**config.mk**
```make
export PLATFORM = sky130hd
export DESIGN_NAME = link_reconnect_supervisor_flat
export DESIGN_NICKNAME = d
export VERILOG_FILES = /design/src/lrs_pkg.sv /design/src/lrs_if.sv /design/src/lrs_step.sv /design/src/link_reconnect_supervisor.sv /design/src/flat_wrapper.sv
export SDC_FILE = /design/constraint.sdc
export NUM_CORES = 2
export LEC_CHECK = 0
export BUFFER_PORTS_ARGS = -buffer_cell sky130_fd_sc_hd__buf_2
export CORE_ASPECT_RATIO = 1.2
export CORE_MARGIN = 2
export CORE_UTILIZATION = 40
export DETAILED_ROUTE_END_ITERATION = 7
export HOLD_SLACK_MARGIN = 0.15
export SETUP_SLACK_MARGIN = 0.3
export SYNTH_ARGS = -nofsm -noshare
export SYNTH_HDL_FRONTEND = slang
export SYNTH_SLANG_ARGS = --single-unit
```
**constraint.sdc**
```tcl
create_clock -name clk -period 22.2 [get_ports clk]
set_input_delay 3.33 -clock clk [delete_from_list [all_inputs] [get_ports clk]]
set_output_delay 3.33 -clock clk [all_outputs]
set_load 0.005 [all_outputs]
```
**src/lrs_pkg.sv**
```systemverilog
// Shared types, constants and codes of the link reconnect supervisor.
package lrs_pkg;

    localparam int TIME_W_DEFAULT = 32;
    localparam int NOW_W          = 32;
    localparam int CFG_W          = 31;
    localparam int FAIL_W         = 8;
    localparam int CFG_IDX_W      = 3;

    localparam logic [FAIL_W-1:0] FAIL_MAX = '1;

    // Register values after reset.
    localparam logic [CFG_W-1:0]  RST_CONNECT_TIMEOUT = CFG_W'(20000);
    localparam logic [CFG_W-1:0]  RST_AP_AFTER        = CFG_W'(90000);
    localparam logic [CFG_W-1:0]  RST_AP_RETRY        = CFG_W'(60000);
    localparam logic [CFG_W-1:0]  RST_AP_LINGER       = CFG_W'(5 * 60 * 1000);
    localparam logic [FAIL_W-1:0] RST_DROP_LOCK_AFTER = FAIL_W'(3);
    localparam logic [CFG_W-1:0]  RST_AP_START_BACKOFF = CFG_W'(5000);
    localparam logic [CFG_W-1:0]  RST_BASE_BACKOFF    = CFG_W'(5000);
    localparam logic [CFG_W-1:0]  RST_MAX_BACKOFF     = CFG_W'(60000);

    typedef enum logic [CFG_IDX_W-1:0] {
        CFG_CONNECT_TIMEOUT  = 3'd0,
        CFG_AP_AFTER         = 3'd1,
        CFG_AP_RETRY         = 3'd2,
        CFG_AP_LINGER        = 3'd3,
        CFG_DROP_LOCK_AFTER  = 3'd4,
        CFG_AP_START_BACKOFF = 3'd5,
        CFG_BASE_BACKOFF     = 3'd6,
        CFG_MAX_BACKOFF      = 3'd7
    } lrs_cfg_idx_t;

    typedef enum logic [1:0] {
        PH_IDLE       = 2'd0,
        PH_CONNECTING = 2'd1,
        PH_CONNECTED  = 2'd2
    } lrs_phase_t;

    typedef struct packed {
        logic [CFG_W-1:0]  connect_timeout_ms;
        logic [CFG_W-1:0]  ap_after_ms;
        logic [CFG_W-1:0]  ap_retry_ms;
        logic [CFG_W-1:0]  ap_linger_ms;
        logic [FAIL_W-1:0] drop_lock_after;
        logic [CFG_W-1:0]  ap_start_backoff_ms;
        logic [CFG_W-1:0]  base_backoff_ms;
        logic [CFG_W-1:0]  max_backoff_ms;
    } lrs_cfg_t;

    // Control part of the supervisor state; timestamps travel separately
    // because their width is a module parameter.
    typedef struct packed {
        lrs_phase_t        phase;
        logic [CFG_W-1:0]  backoff;
        logic [FAIL_W-1:0] fail_run;
        logic              lock_dropped;
        logic              ap_up;
        logic              announce_up;
    } lrs_ctl_t;

    typedef struct packed {
        logic             kind;
        logic [NOW_W-1:0] now_ms;
        logic             link_up;
        logic             have_credentials;
        logic             lock_requested;
        logic             lock_address_valid;
        logic             ap_start_ok;
    } lrs_in_t;

    typedef struct packed {
        logic [1:0]        link_state;
        logic              ap_active;
        logic              begin_connect;
        logic              connect_locked;
        logic              ap_start_tried;
        logic              ap_stop;
        logic              connected_event;
        logic              announce_start;
        logic              announce_stop;
        logic [FAIL_W-1:0] failed_count;
        logic [CFG_W-1:0]  retry_delay_ms;
    } lrs_out_t;

endpackage

```
**src/lrs_if.sv**
```systemverilog
// Valid/ready channel interfaces for event beats and result beats.
interface lrs_in_if;
    import lrs_pkg::*;

    logic    valid;
    logic    ready;
    lrs_in_t payload;

    modport source (output valid, output payload, input ready);
    modport sink (input valid, input payload, output ready);
endinterface

interface lrs_out_if;
    import lrs_pkg::*;

    logic     valid;
    logic     ready;
    lrs_out_t payload;

    modport source (output valid, output payload, input ready);
    modport sink (input valid, input payload, output ready);
endinterface

```
**src/lrs_step.sv**
```systemverilog
// Next-state and result logic for one event of the link reconnect supervisor.
module lrs_step #(
    parameter int TIME_WIDTH = lrs_pkg::TIME_W_DEFAULT
) (
    input  lrs_pkg::lrs_cfg_t        cfg,
    input  lrs_pkg::lrs_in_t         item,
    input  lrs_pkg::lrs_ctl_t        ctl,
    input  logic [TIME_WIDTH-1:0]    phase_since,
    input  logic [TIME_WIDTH-1:0]    next_attempt_at,
    input  logic [TIME_WIDTH-1:0]    down_since,
    input  logic [TIME_WIDTH-1:0]    ap_retry_at,
    input  logic [TIME_WIDTH-1:0]    linger_until,
    output lrs_pkg::lrs_ctl_t        ctl_next,
    output logic [TIME_WIDTH-1:0]    phase_since_next,
    output logic [TIME_WIDTH-1:0]    next_attempt_at_next,
    output logic [TIME_WIDTH-1:0]    down_since_next,
    output logic [TIME_WIDTH-1:0]    ap_retry_at_next,
    output logic [TIME_WIDTH-1:0]    linger_until_next,
    output lrs_pkg::lrs_out_t        result
);
    import lrs_pkg::*;

    localparam int CMP_W = (TIME_WIDTH > CFG_W) ? TIME_WIDTH : CFG_W;

    // A time is reached when the wrapped difference has its top bit clear.
    function automatic logic reached(input logic [TIME_WIDTH-1:0] now_t,
                                     input logic [TIME_WIDTH-1:0] at_t);
        logic [TIME_WIDTH-1:0] diff;
        diff = now_t - at_t;
        return !diff[TIME_WIDTH-1];
    endfunction

    logic [TIME_WIDTH-1:0] now_t;
    logic [TIME_WIDTH-1:0] phase_elapsed;
    logic [TIME_WIDTH-1:0] down_elapsed;
    logic [TIME_WIDTH-1:0] ap_retry_base;
    logic [FAIL_W-1:0]     fail_inc;
    logic [CFG_W-1:0]      backoff_grown;
    logic                  ap_try;

    assign now_t         = TIME_WIDTH'(item.now_ms);
    assign phase_elapsed = now_t - phase_since;
    assign fail_inc      = (ctl.fail_run == FAIL_MAX) ? ctl.fail_run
                                                      : ctl.fail_run + FAIL_W'(1);

    always_comb
    begin
        ctl_next             = ctl;
        phase_since_next     = phase_since;
        next_attempt_at_next = next_attempt_at;
        down_since_next      = down_since;
        linger_until_next    = linger_until;
        ap_retry_base        = ap_retry_at;
        ap_try               = 1'b0;
        backoff_grown        = ctl.backoff;
        down_elapsed         = '0;
        result               = '0;

        if (item.kind)
        begin
            // Reconfigure: fresh start of the retry bookkeeping.
            ctl_next.lock_dropped = 1'b0;
            ctl_next.fail_run     = '0;
            ctl_next.backoff      = cfg.base_backoff_ms;
            ctl_next.announce_up  = 1'b0;
            down_since_next       = '0;
            ap_retry_base         = '0;
            if (item.have_credentials)
            begin
                result.begin_connect  = 1'b1;
                result.connect_locked = item.lock_requested && item.lock_address_valid;
                ctl_next.phase        = PH_CONNECTING;
                phase_since_next      = now_t;
                down_since_next       = now_t;
            end
            else
            begin
                ap_try = 1'b1;
            end
        end
        else
        begin
            unique case (ctl.phase)
                PH_IDLE:
                begin
                    if (!item.have_credentials)
                    begin
                        ap_try = 1'b1;
                    end
                    else if (reached(now_t, next_attempt_at))
                    begin
                        result.begin_connect  = 1'b1;
                        result.connect_locked = item.lock_requested && !ctl.lock_dropped
                                                && item.lock_address_valid;
                        ctl_next.phase        = PH_CONNECTING;
                        phase_since_next      = now_t;
                        if (down_since == '0)
                        begin
                            down_since_next = now_t;
                        end
                    end
                end
                PH_CONNECTING:
                begin
                    if (item.link_up)
                    begin
                        ctl_next.phase        = PH_CONNECTED;
                        phase_since_next      = now_t;
                        ctl_next.backoff      = cfg.base_backoff_ms;
                        ctl_next.fail_run     = '0;
                        ctl_next.lock_dropped = 1'b0;
                        down_since_next       = '0;
                        result.connected_event = 1'b1;
                        if (!ctl.announce_up)
                        begin
                            ctl_next.announce_up  = 1'b1;
                            result.announce_start = 1'b1;
                        end
                        if (ctl.ap_up)
                        begin
                            linger_until_next = now_t + TIME_WIDTH'(cfg.ap_linger_ms);
                        end
                    end
                    else if (CMP_W'(phase_elapsed) >= CMP_W'(cfg.connect_timeout_ms))
                    begin
                        ctl_next.fail_run = fail_inc;
                        if (fail_inc == cfg.drop_lock_after && item.lock_requested
                            && !ctl.lock_dropped)
                        begin
                            ctl_next.lock_dropped = 1'b1;
                        end
                        ctl_next.phase       = PH_IDLE;
                        next_attempt_at_next = now_t + TIME_WIDTH'(ctl.backoff);
                        // Below half the cap the shift cannot overflow.
                        if (ctl.backoff < (cfg.max_backoff_ms >> 1))
                        begin
                            backoff_grown = {ctl.backoff[CFG_W-2:0], 1'b0};
                        end
                        else
                        begin
                            backoff_grown = cfg.max_backoff_ms;
                        end
                        if (ctl.ap_up && backoff_grown < cfg.ap_retry_ms)
                        begin
                            backoff_grown = cfg.ap_retry_ms;
                        end
                        ctl_next.backoff = backoff_grown;
                    end
                end
                PH_CONNECTED:
                begin
                    if (!item.link_up)
                    begin
                        ctl_next.phase       = PH_IDLE;
                        next_attempt_at_next = now_t;
                        ctl_next.backoff     = cfg.base_backoff_ms;
                        down_since_next      = now_t;
                        ctl_next.announce_up = 1'b0;
                        result.announce_stop = 1'b1;
                    end
                end
                default:
                begin
                end
            endcase

            // Continuous downtime raises the setup access point.
            down_elapsed = now_t - down_since_next;
            if (!ctl.ap_up && ctl_next.phase != PH_CONNECTED && down_since_next != '0
                && CMP_W'(down_elapsed) >= CMP_W'(cfg.ap_after_ms))
            begin
                ap_try = 1'b1;
            end
        end

        ap_retry_at_next = ap_retry_base;
        if (ap_try && !ctl.ap_up
            && (ap_retry_base == '0 || reached(now_t, ap_retry_base)))
        begin
            ap_retry_at_next      = now_t + TIME_WIDTH'(cfg.ap_start_backoff_ms);
            result.ap_start_tried = 1'b1;
            ctl_next.ap_up        = item.ap_start_ok;
        end

        // Once connected, the access point closes after its linger time.
        if (!item.kind && ctl.ap_up && ctl_next.phase == PH_CONNECTED
            && linger_until_next != '0 && reached(now_t, linger_until_next))
        begin
            linger_until_next = '0;
            ctl_next.ap_up    = 1'b0;
            ap_retry_at_next  = '0;
            result.ap_stop    = 1'b1;
        end

        result.link_state     = ctl_next.phase;
        result.ap_active      = ctl_next.ap_up;
        result.failed_count   = ctl_next.fail_run;
        result.retry_delay_ms = ctl_next.backoff;
    end

endmodule

```
**src/link_reconnect_supervisor.sv**
```systemverilog
// Top level of the link reconnect supervisor: configuration, pipeline and state.
//
// The supervisor takes one event beat per clock cycle while the result side
// keeps up, and returns one result beat for each from the output register.
// An accepted beat is held in an input register; in the next cycle the
// decision logic in lrs_step works from that register and the supervisor
// state, and at the same clock edge the state is updated and the result is
// loaded into the output register. Both registers advance together whenever
// the output register is empty or its beat is being taken, so a waiting
// result does not stop the next event from being accepted, and a stalled
// result side holds at most one event in the input register. Configuration
// registers are written through cfg_wr_en, cfg_index and cfg_data and should
// only change while no event is in flight. Timestamps are kept TIME_WIDTH
// bits wide and compared modulo 2^TIME_WIDTH; a stored timestamp of zero
// means "not set".
module link_reconnect_supervisor #(
    parameter int TIME_WIDTH = lrs_pkg::TIME_W_DEFAULT
) (
    input  logic                          clk,
    input  logic                          rst_n,
    input  logic                          cfg_wr_en,
    input  logic [lrs_pkg::CFG_IDX_W-1:0] cfg_index,
    input  logic [lrs_pkg::CFG_W-1:0]     cfg_data,
    lrs_in_if.sink                        step,
    lrs_out_if.source                     result
);
    import lrs_pkg::*;

    // Configuration registers.
    lrs_cfg_t cfg_reg;

    // Pipeline registers.
    logic     stage_valid_reg;
    lrs_in_t  stage_reg;
    logic     out_valid_reg;
    lrs_out_t out_reg;

    // Supervisor state.
    lrs_ctl_t              ctl_reg;
    logic [TIME_WIDTH-1:0] phase_since_reg;
    logic [TIME_WIDTH-1:0] next_attempt_at_reg;
    logic [TIME_WIDTH-1:0] down_since_reg;
    logic [TIME_WIDTH-1:0] ap_retry_at_reg;
    logic [TIME_WIDTH-1:0] linger_until_reg;

    lrs_ctl_t              ctl_next;
    logic [TIME_WIDTH-1:0] phase_since_next;
    logic [TIME_WIDTH-1:0] next_attempt_at_next;
    logic [TIME_WIDTH-1:0] down_since_next;
    logic [TIME_WIDTH-1:0] ap_retry_at_next;
    logic [TIME_WIDTH-1:0] linger_until_next;
    lrs_out_t              out_next;

    logic advance;
    logic take_in;

    // The whole pipeline moves when the output register can accept a beat.
    assign advance        = !out_valid_reg || result.ready;
    assign step.ready     = !stage_valid_reg || advance;
    assign take_in        = step.valid && step.ready;
    assign result.valid   = out_valid_reg;
    assign result.payload = out_reg;

    always_ff @(posedge clk or negedge rst_n)
    begin
        if (!rst_n)
        begin
            cfg_reg.connect_timeout_ms  <= RST_CONNECT_TIMEOUT;
            cfg_reg.ap_after_ms         <= RST_AP_AFTER;
            cfg_reg.ap_retry_ms         <= RST_AP_RETRY;
            cfg_reg.ap_linger_ms        <= RST_AP_LINGER;
            cfg_reg.drop_lock_after     <= RST_DROP_LOCK_AFTER;
            cfg_reg.ap_start_backoff_ms <= RST_AP_START_BACKOFF;
            cfg_reg.base_backoff_ms     <= RST_BASE_BACKOFF;
            cfg_reg.max_backoff_ms      <= RST_MAX_BACKOFF;
        end
        else if (cfg_wr_en)
        begin
            unique case (lrs_cfg_idx_t'(cfg_index))
                CFG_CONNECT_TIMEOUT:  cfg_reg.connect_timeout_ms  <= cfg_data;
                CFG_AP_AFTER:         cfg_reg.ap_after_ms         <= cfg_data;
                CFG_AP_RETRY:         cfg_reg.ap_retry_ms         <= cfg_data;
                CFG_AP_LINGER:        cfg_reg.ap_linger_ms        <= cfg_data;
                CFG_DROP_LOCK_AFTER:  cfg_reg.drop_lock_after     <= cfg_data[FAIL_W-1:0];
                CFG_AP_START_BACKOFF: cfg_reg.ap_start_backoff_ms <= cfg_data;
                CFG_BASE_BACKOFF:     cfg_reg.base_backoff_ms     <= cfg_data;
                CFG_MAX_BACKOFF:      cfg_reg.max_backoff_ms      <= cfg_data;
                default:
                begin
                end
            endcase
        end
    end

    // Input register.
    always_ff @(posedge clk or negedge rst_n)
    begin
        if (!rst_n)
        begin
            stage_valid_reg <= 1'b0;
        end
        else if (step.ready)
        begin
            stage_valid_reg <= step.valid;
        end
    end

    always_ff @(posedge clk)
    begin
        if (take_in)
        begin
            stage_reg <= step.payload;
        end
    end

    lrs_step #(
        .TIME_WIDTH (TIME_WIDTH)
    ) u_step (
        .cfg                  (cfg_reg),
        .item                 (stage_reg),
        .ctl                  (ctl_reg),
        .phase_since          (phase_since_reg),
        .next_attempt_at      (next_attempt_at_reg),
        .down_since           (down_since_reg),
        .ap_retry_at          (ap_retry_at_reg),
        .linger_until         (linger_until_reg),
        .ctl_next             (ctl_next),
        .phase_since_next     (phase_since_next),
        .next_attempt_at_next (next_attempt_at_next),
        .down_since_next      (down_since_next),
        .ap_retry_at_next     (ap_retry_at_next),
        .linger_until_next    (linger_until_next),
        .result               (out_next)
    );

    // State and output register update together as an event leaves the
    // input register, so the next event always sees the updated state.
    always_ff @(posedge clk or negedge rst_n)
    begin
        if (!rst_n)
        begin
            out_valid_reg       <= 1'b0;
            ctl_reg.phase       <= PH_IDLE;
            ctl_reg.backoff     <= RST_BASE_BACKOFF;
            ctl_reg.fail_run    <= '0;
            ctl_reg.lock_dropped <= 1'b0;
            ctl_reg.ap_up       <= 1'b0;
            ctl_reg.announce_up <= 1'b0;
            phase_since_reg     <= '0;
            next_attempt_at_reg <= '0;
            down_since_reg      <= '0;
            ap_retry_at_reg     <= '0;
            linger_until_reg    <= '0;
        end
        else if (advance)
        begin
            out_valid_reg <= stage_valid_reg;
            if (stage_valid_reg)
            begin
                ctl_reg             <= ctl_next;
                phase_since_reg     <= phase_since_next;
                next_attempt_at_reg <= next_attempt_at_next;
                down_since_reg      <= down_since_next;
                ap_retry_at_reg     <= ap_retry_at_next;
                linger_until_reg    <= linger_until_next;
            end
        end
    end

    always_ff @(posedge clk)
    begin
        if (advance && stage_valid_reg)
        begin
            out_reg <= out_next;
        end
    end

    // An event leaving the input register always produces a result beat.
    a_result_follows: assert property (@(posedge clk) disable iff (!rst_n)
        (advance && stage_valid_reg) |=> out_valid_reg)
        else $error("event left the input register without a result beat");

    // The access point only comes up through a start attempt of the event
    // whose result has just been loaded.
    a_ap_rise_tried: assert property (@(posedge clk) disable iff (!rst_n)
        $rose(ctl_reg.ap_up) |-> (out_valid_reg && out_reg.ap_start_tried))
        else $error("access point came up without a start attempt");

    // A dropped lock always follows at least one counted failure.
    a_lock_drop_has_failures: assert property (@(posedge clk) disable iff (!rst_n)
        ctl_reg.lock_dropped |-> (ctl_reg.fail_run != '0))
        else $error("lock dropped with an empty failure count");

    // While connected, no downtime is being measured.
    a_connected_not_down: assert property (@(posedge clk) disable iff (!rst_n)
        (ctl_reg.phase == PH_CONNECTED) |-> (down_since_reg == '0))
        else $error("downtime set while connected");

endmodule

```
**src/flat_wrapper.sv**
```systemverilog
// flat-port wrapper written by rule: the top's interface ports become plain ports
module link_reconnect_supervisor_flat import lrs_pkg::*;
#(
    parameter int TIME_WIDTH = lrs_pkg::TIME_W_DEFAULT
)
  (clk, rst_n, cfg_wr_en, cfg_index, cfg_data, step_valid, step_payload, step_ready, result_valid, result_payload, result_ready);
  lrs_in_if step_i ();
  lrs_out_if result_i ();
  input  logic clk;
  input  logic rst_n;
  input  logic cfg_wr_en;
  input  logic [lrs_pkg::CFG_IDX_W-1:0] cfg_index;
  input  logic [lrs_pkg::CFG_W-1:0] cfg_data;
  input wire logic [$bits(step_i.valid)-1:0] step_valid;
  input wire logic [$bits(step_i.payload)-1:0] step_payload;
  output wire logic [$bits(step_i.ready)-1:0] step_ready;
  output wire logic [$bits(result_i.valid)-1:0] result_valid;
  output wire logic [$bits(result_i.payload)-1:0] result_payload;
  input wire logic [$bits(result_i.ready)-1:0] result_ready;
  assign step_i.valid = step_valid;
  assign step_i.payload = step_payload;
  assign step_ready = step_i.ready;
  assign result_valid = result_i.valid;
  assign result_payload = result_i.payload;
  assign result_i.ready = result_ready;
  link_reconnect_supervisor #(.TIME_WIDTH(TIME_WIDTH)) u_core (.clk(clk), .rst_n(rst_n), .cfg_wr_en(cfg_wr_en), .cfg_index(cfg_index), .cfg_data(cfg_data), .step(step_i), .result(result_i));
endmodule
```
# Word level (Yosys, flattened, before mapping)
# Index checks and enable logic that the tools add are counted.
# op_classes
n_reduce_logical	55
muxes	66
bitwise	4
n_div	0
mul	0
n_shift	0
magnitude_cmp	4
addsub	9
n_eq_ne	21
# ops
op	count
32-bit two-way mux	24
31-bit two-way mux	6
32-bit subtractor	5
32-bit case mux with 2 select lines	2
42-bit two-way mux	3
32-bit by 31-bit adder with 32-bit output	3
32-bit case mux with 3 select lines	1
32-bit by 31-bit >= comparator with 1-bit output	2
32-bit logical NOT	2
32-bit nonzero test	2
31-bit case mux with 2 select lines	1
33-bit two-way mux	1
31-bit by 30-bit less-than comparator with 1-bit output	1
31-bit less-than comparator	1
2-bit two-way mux	10
2-bit AND reduction	9
1-bit logical AND	17
1-bit two-way mux	14
7-bit AND reduction	2
3-bit equality test (second input constant)	4
3-bit nonzero test	4
2-bit != test (second input constant)	5
5-bit AND reduction	2
9-bit two-way mux	1
21 further kinds	37
# totals
output_inout_bits	51
in_bits	77
latch_bits	0
n_memories	0
ramBits	0
romBits	0
register_bits	518

# Depth between registers and ports, before layout
# depth
ltp_word	23
mapped_depth	41

# Hierarchy
# A second synthesis with hierarchy kept.
# unflattened
cells_unflattened	3973
area_unflattened_um2	38991.1
# by_module_without_submodules
module	area_each_um2	instances	cells_per_inst	seq_area_each_um2
lrs_step	20218.1	1	2964	0.0
link_reconnect_supervisor	18773.0	1	1009	13464.2

# Worst setup path before layout
# OpenSTA, ideal clock, no wires.
# synth_path
kind	register to register
start	register u_core.stage_reg[32] (netlist name)
end	register u_core.ap_retry_at_reg[0]
path_buffers	4
path_stages_with_launch	39
t_required_ps	22079
arrival_time_ps	7652
period_less_slack_ps	7773
path_slack_ps	14427
cell_sequence	edfxtp_1 > ha_1 > a2111oi_2 > a21oi_1 > or4_4 > a211oi_2 > o211ai_2 > a21oi_2 > buf_6 > clkbuf_1 > a22oi_1 > ha_1 > a221o_1 > nand3_1 > nor2_1 > a21oi_1 > o2111ai_1 > a211oi_1 > [... 3 more ...] > nor2_1 > ha_1 > a21o_1 > a21o_1 > a21o_1 > a21oi_1 > o21ai_0 > nand3_1 > a21boi_0 > a31o_2 > a41oi_1 > a31o_1 > a211oi_1 > o221a_2 > buf_6 > and2_1 > buf_2 > a22o_1
# synth_via
elab_chain_cells	16
elab_cells_between_ends	44
classes_between	add/sub (6); order compare (2); eq/ne (2); mux (21); reduce/logical (13)
# synth_lines
item	line_no	rtl
start: declaration	link_reconnect_supervisor.sv:34	lrs_in_t stage_reg;
start signal: assignment	link_reconnect_supervisor.sv:112	stage_reg <= step.payload;
parallel branches: the longest is 15 deep, another holds 32-bit subtractor	--	
32-bit two-way mux (*)	lrs_step.sv:186	if (!item.kind && ctl.ap_up && ctl_next.phase == PH_CONNECTED
end signal: assignment	link_reconnect_supervisor.sv:164	ap_retry_at_reg <= ap_retry_at_next;
end: declaration	link_reconnect_supervisor.sv:43	logic [TIME_WIDTH-1:0] ap_retry_at_reg;
# Mark *: on every way between the ends. The select of a mux whose other input is x is not followed.
# A chain may end at the register's enable or synchronous reset.

# Final worst setup path
# layout_path
start	register u_core.stage_reg[29] (netlist name)
end	register u_core.ap_retry_at_reg[28]
# Same word-level chain as after synthesis.

==> run metrics <==
max incr delay on CP 0.85 ns; CTS tree yes; setup tns final 0 ns; routed wl met3 6060 um; Place WS approximately 13 ns; Met1 Routed Length 52800 um; highest routed layer met4; GRT Residual Overflow 0; Cell Area, Synth 36700 um2; drt pass-1 iters 5; largest net degree at the start of global routing roughly 150; maxcap violations 0; Clk network pwr share between 10% and 20%; Sw Pwr 2.36 mW; WHS Path Cells 2; Worst setup SP type flop; DRT Wirelength 126000 um; worst setup margin 12.52 ns; Avg WL per Cell 23.7 um; Power Total approximately 5.4 mW; Synth area leader dfrtp_1; CTS buffer count 58; Core Region 90800 um2; leakage power ~18 nW; final hold violations 0; Final Wtd Congestion 0.927; DR vias/cell 5.92; FF+latch count, synth 518; Worst-Skew Late Latency 0.66 ns; Initial DRC Count 2478; Tmin final 9.68 ns; Setup-failing EPs final 0; Max Root-Sink Buffers 3; CP max stage cell nor4_1; Slew @ Worst Pin 1.18 ns; nets 4557; Critical Path Source u_core.stage_reg[29]; Post-Synthesis Cells 4029; Seq/Total Area, Yosys between 30% and 40%; Clk pin slew, worst setup/hold paths 0.07 ns; # IOs about 130; routed vias 31500; PD cells 132 nW/um2; most frequent cells in the layout nand2_1 (437), dfrtp_1 (378), ha_1 (371), o21ai_0 (315), a21oi_1 (296); Final Slew Violations 0; Critical Path AT about 10 ns; synth warn 0; Post-synth EDFFs 87; Yosys top cell area share 25.7%; CTS Hold Buffers Added 0; initial antenna violation count 7; R2R cell count 36; Post-synth ARST share 83.2%; Syn Area/Cell a little over 9 um2; status finished clean; unrepaired setup endpoints after global routing false; Synth cell types 89; Hold WC Path Type flop to flop; Reg power frac 28.2%; fmax 0.103 GHz; post-CTS sizing 0; drt drc 0; Die Ht 336 um; DR WL met2 about 61000 um; post-DP HPWL 88500 um; ys flop type dfrtp_1; worst path required time roughly 23 ns; Total GRT Usage 26.5%; Setup crit end u_core.ap_retry_at_reg[28]; Internal Pwr Total 3.02 mW; Gate power share 52.6%; top cells by area, synth dfrtp_1 (26%), ha_1 (13%), edfxtp_1 (7.1%); Max IR drop VDD between 0.00007 and 0.00008 V; remaining antenna violation count 0; # rows 121; first-pass GRT wire length 190000 um; FF-to-FF End u_core.ap_retry_at_reg[28]; r2r startpoint u_core.stage_reg[29]; number of flip-flops under the largest register name 225; H-tree depth 2; Crit Path Max Fanout 47; FF-to-FF setup slack 12.52 ns; Worst slew margin around a fifth; Crit Path Category flop to flop; die width between 200 and 300 um; Post-CTS Repair Setup Buffers 0; Ant. Diodes 0; filler cell count 8878; Fin Clk Skew 0.0295 ns; area of the die 94300 um2; port bufs 127; Root Driver clkbuf_16; vias in the first global route between 30000 and 40000; fin crit share 43.6%; share of cells above drive strength 1 15.8%; area grow syn2layout 11.0%; Starting Density 40.4%; Sw Ratio a little over two fifths; commonest non-fill, non-tap cell in the layout nand2_1; Sink Count 518; Syn Nets 4482; CP Capture Type flop
## cell type report
cell class | count | area [um2] | area share (%)
multi-input combinational | 3046 | 21600 | 52.9
sequential | 518 | 13500 | 33.0
clock buffer | 80 | 1650 | 4.04
tap | 1168 | 1460 | 3.58
timing repair buffer | 199 | 1210 | 2.97
inverter | 281 | 1060 | 2.60
clock inverter | 29 | 364 | 0.893
## power groups by stage
| stage | clock network, mW | logic, mW | registers (mW) |
|---|---|---|---|
| finish | 1.04 | 2.83 | 1.52 |
| global route | 1.09 | 3.15 | 1.54 |
| CTS | 1.06 | 2.81 | 1.51 |
| detailed placement | 0 | 2.79 | 1.52 |
| global placement | 0 | 2.76 | 1.52 |
| floorplan | 0 | 2.03 | 1.42 |
## worst max-delay path, delay by kind of cell (launching register included)
kind                     cells  cell delay, ns
AO/OA/AOI/OAI               23            5.08
adder cells (fa/ha/maj)      3            1.11
AND/OR/NAND/NOR              9            2.24
flip-flops                   1            0.74
buffers and inverters        1            0.37
## logic make-up (layout without fill, tap and decap cells)
| logic type | count (synthesis) | after routing | synth area share (%) |
|---|---|---|---|
| muxes | 212 | 212 | 6.44 |
| xor gates and xnor gates | 134 | 134 | 3.21 |
| AOI/OAI and AO/OA | 1237 | 1237 | 22.0 |
| and+or+nand+nor | 1087 | 1087 | 14.0 |
| adders and majority gates | 376 | 376 | 12.9 |
| buffers and inverters | 465 | 589 | 4.84 |
| DFF | 518 | 518 | 36.6 |
## routing by layer
| metal | track usage [%] | vias up |
|---|---|---|
| li1 | - | 14800 |
| met1 | 33.0 | 15500 |
| met2 | 45.8 | 932 |
| met3 | 3.13 | 256 |
| met4 | 12.5 | 0 |
| met5 | 0 | - |
## worst min path at each step
stage / startpoint / end / slack [ns]
after CTS: u_core.linger_until_reg[3] / u_core.linger_until_reg[3] / 0.48
final: u_core.linger_until_reg[3] / u_core.linger_until_reg[3] / 0.48
after global placement: u_core.linger_until_reg[21] / u_core.linger_until_reg[21] / 0.45
after floorplan: u_core.linger_until_reg[21] / u_core.linger_until_reg[21] / 0.44
after global routing: u_core.linger_until_reg[18] / u_core.linger_until_reg[18] / 0.50
after detailed placement: u_core.linger_until_reg[3] / u_core.linger_until_reg[3] / 0.47
## cell usage after synthesis (25+ instances only)
cell type,count
nand2_1,438
dfrtp_1,378
ha_1,372
o21ai_0,316
a21oi_1,297
inv_1,279
mux2_2,195
nor2_1,174
clkbuf_1,139
a21o_1,99
a22oi_1,96
xnor2_1,95
nor3_1,91
edfxtp_1,87
nand3_1,76
a31o_2,67
nand2b_1,62
dfstp_2,53
nand4_1,52
a211oi_1,48
and2_1,47
o31ai_1,44
o21a_1,40
nor2b_1,39
xor2_1,38
buf_1,28
a31oi_1,25
## metrics by stage
stage | std cells | hold slack [ns] | instance area, um2 | util, %
final | 5321 | 0.480 | 40800 | 44.9
after global routing | 5321 | 0.505 | 40800 | 44.9
after CTS | 5321 | 0.480 | 40800 | 44.9
after detailed placement | 5212 | 0.466 | 38800 | 42.7
after global placement | 5212 | 0.454 | 38800 | 42.7
after floorplan | 4029 | 0.440 | 36700 | -
(Power assumes the default switching activity.)
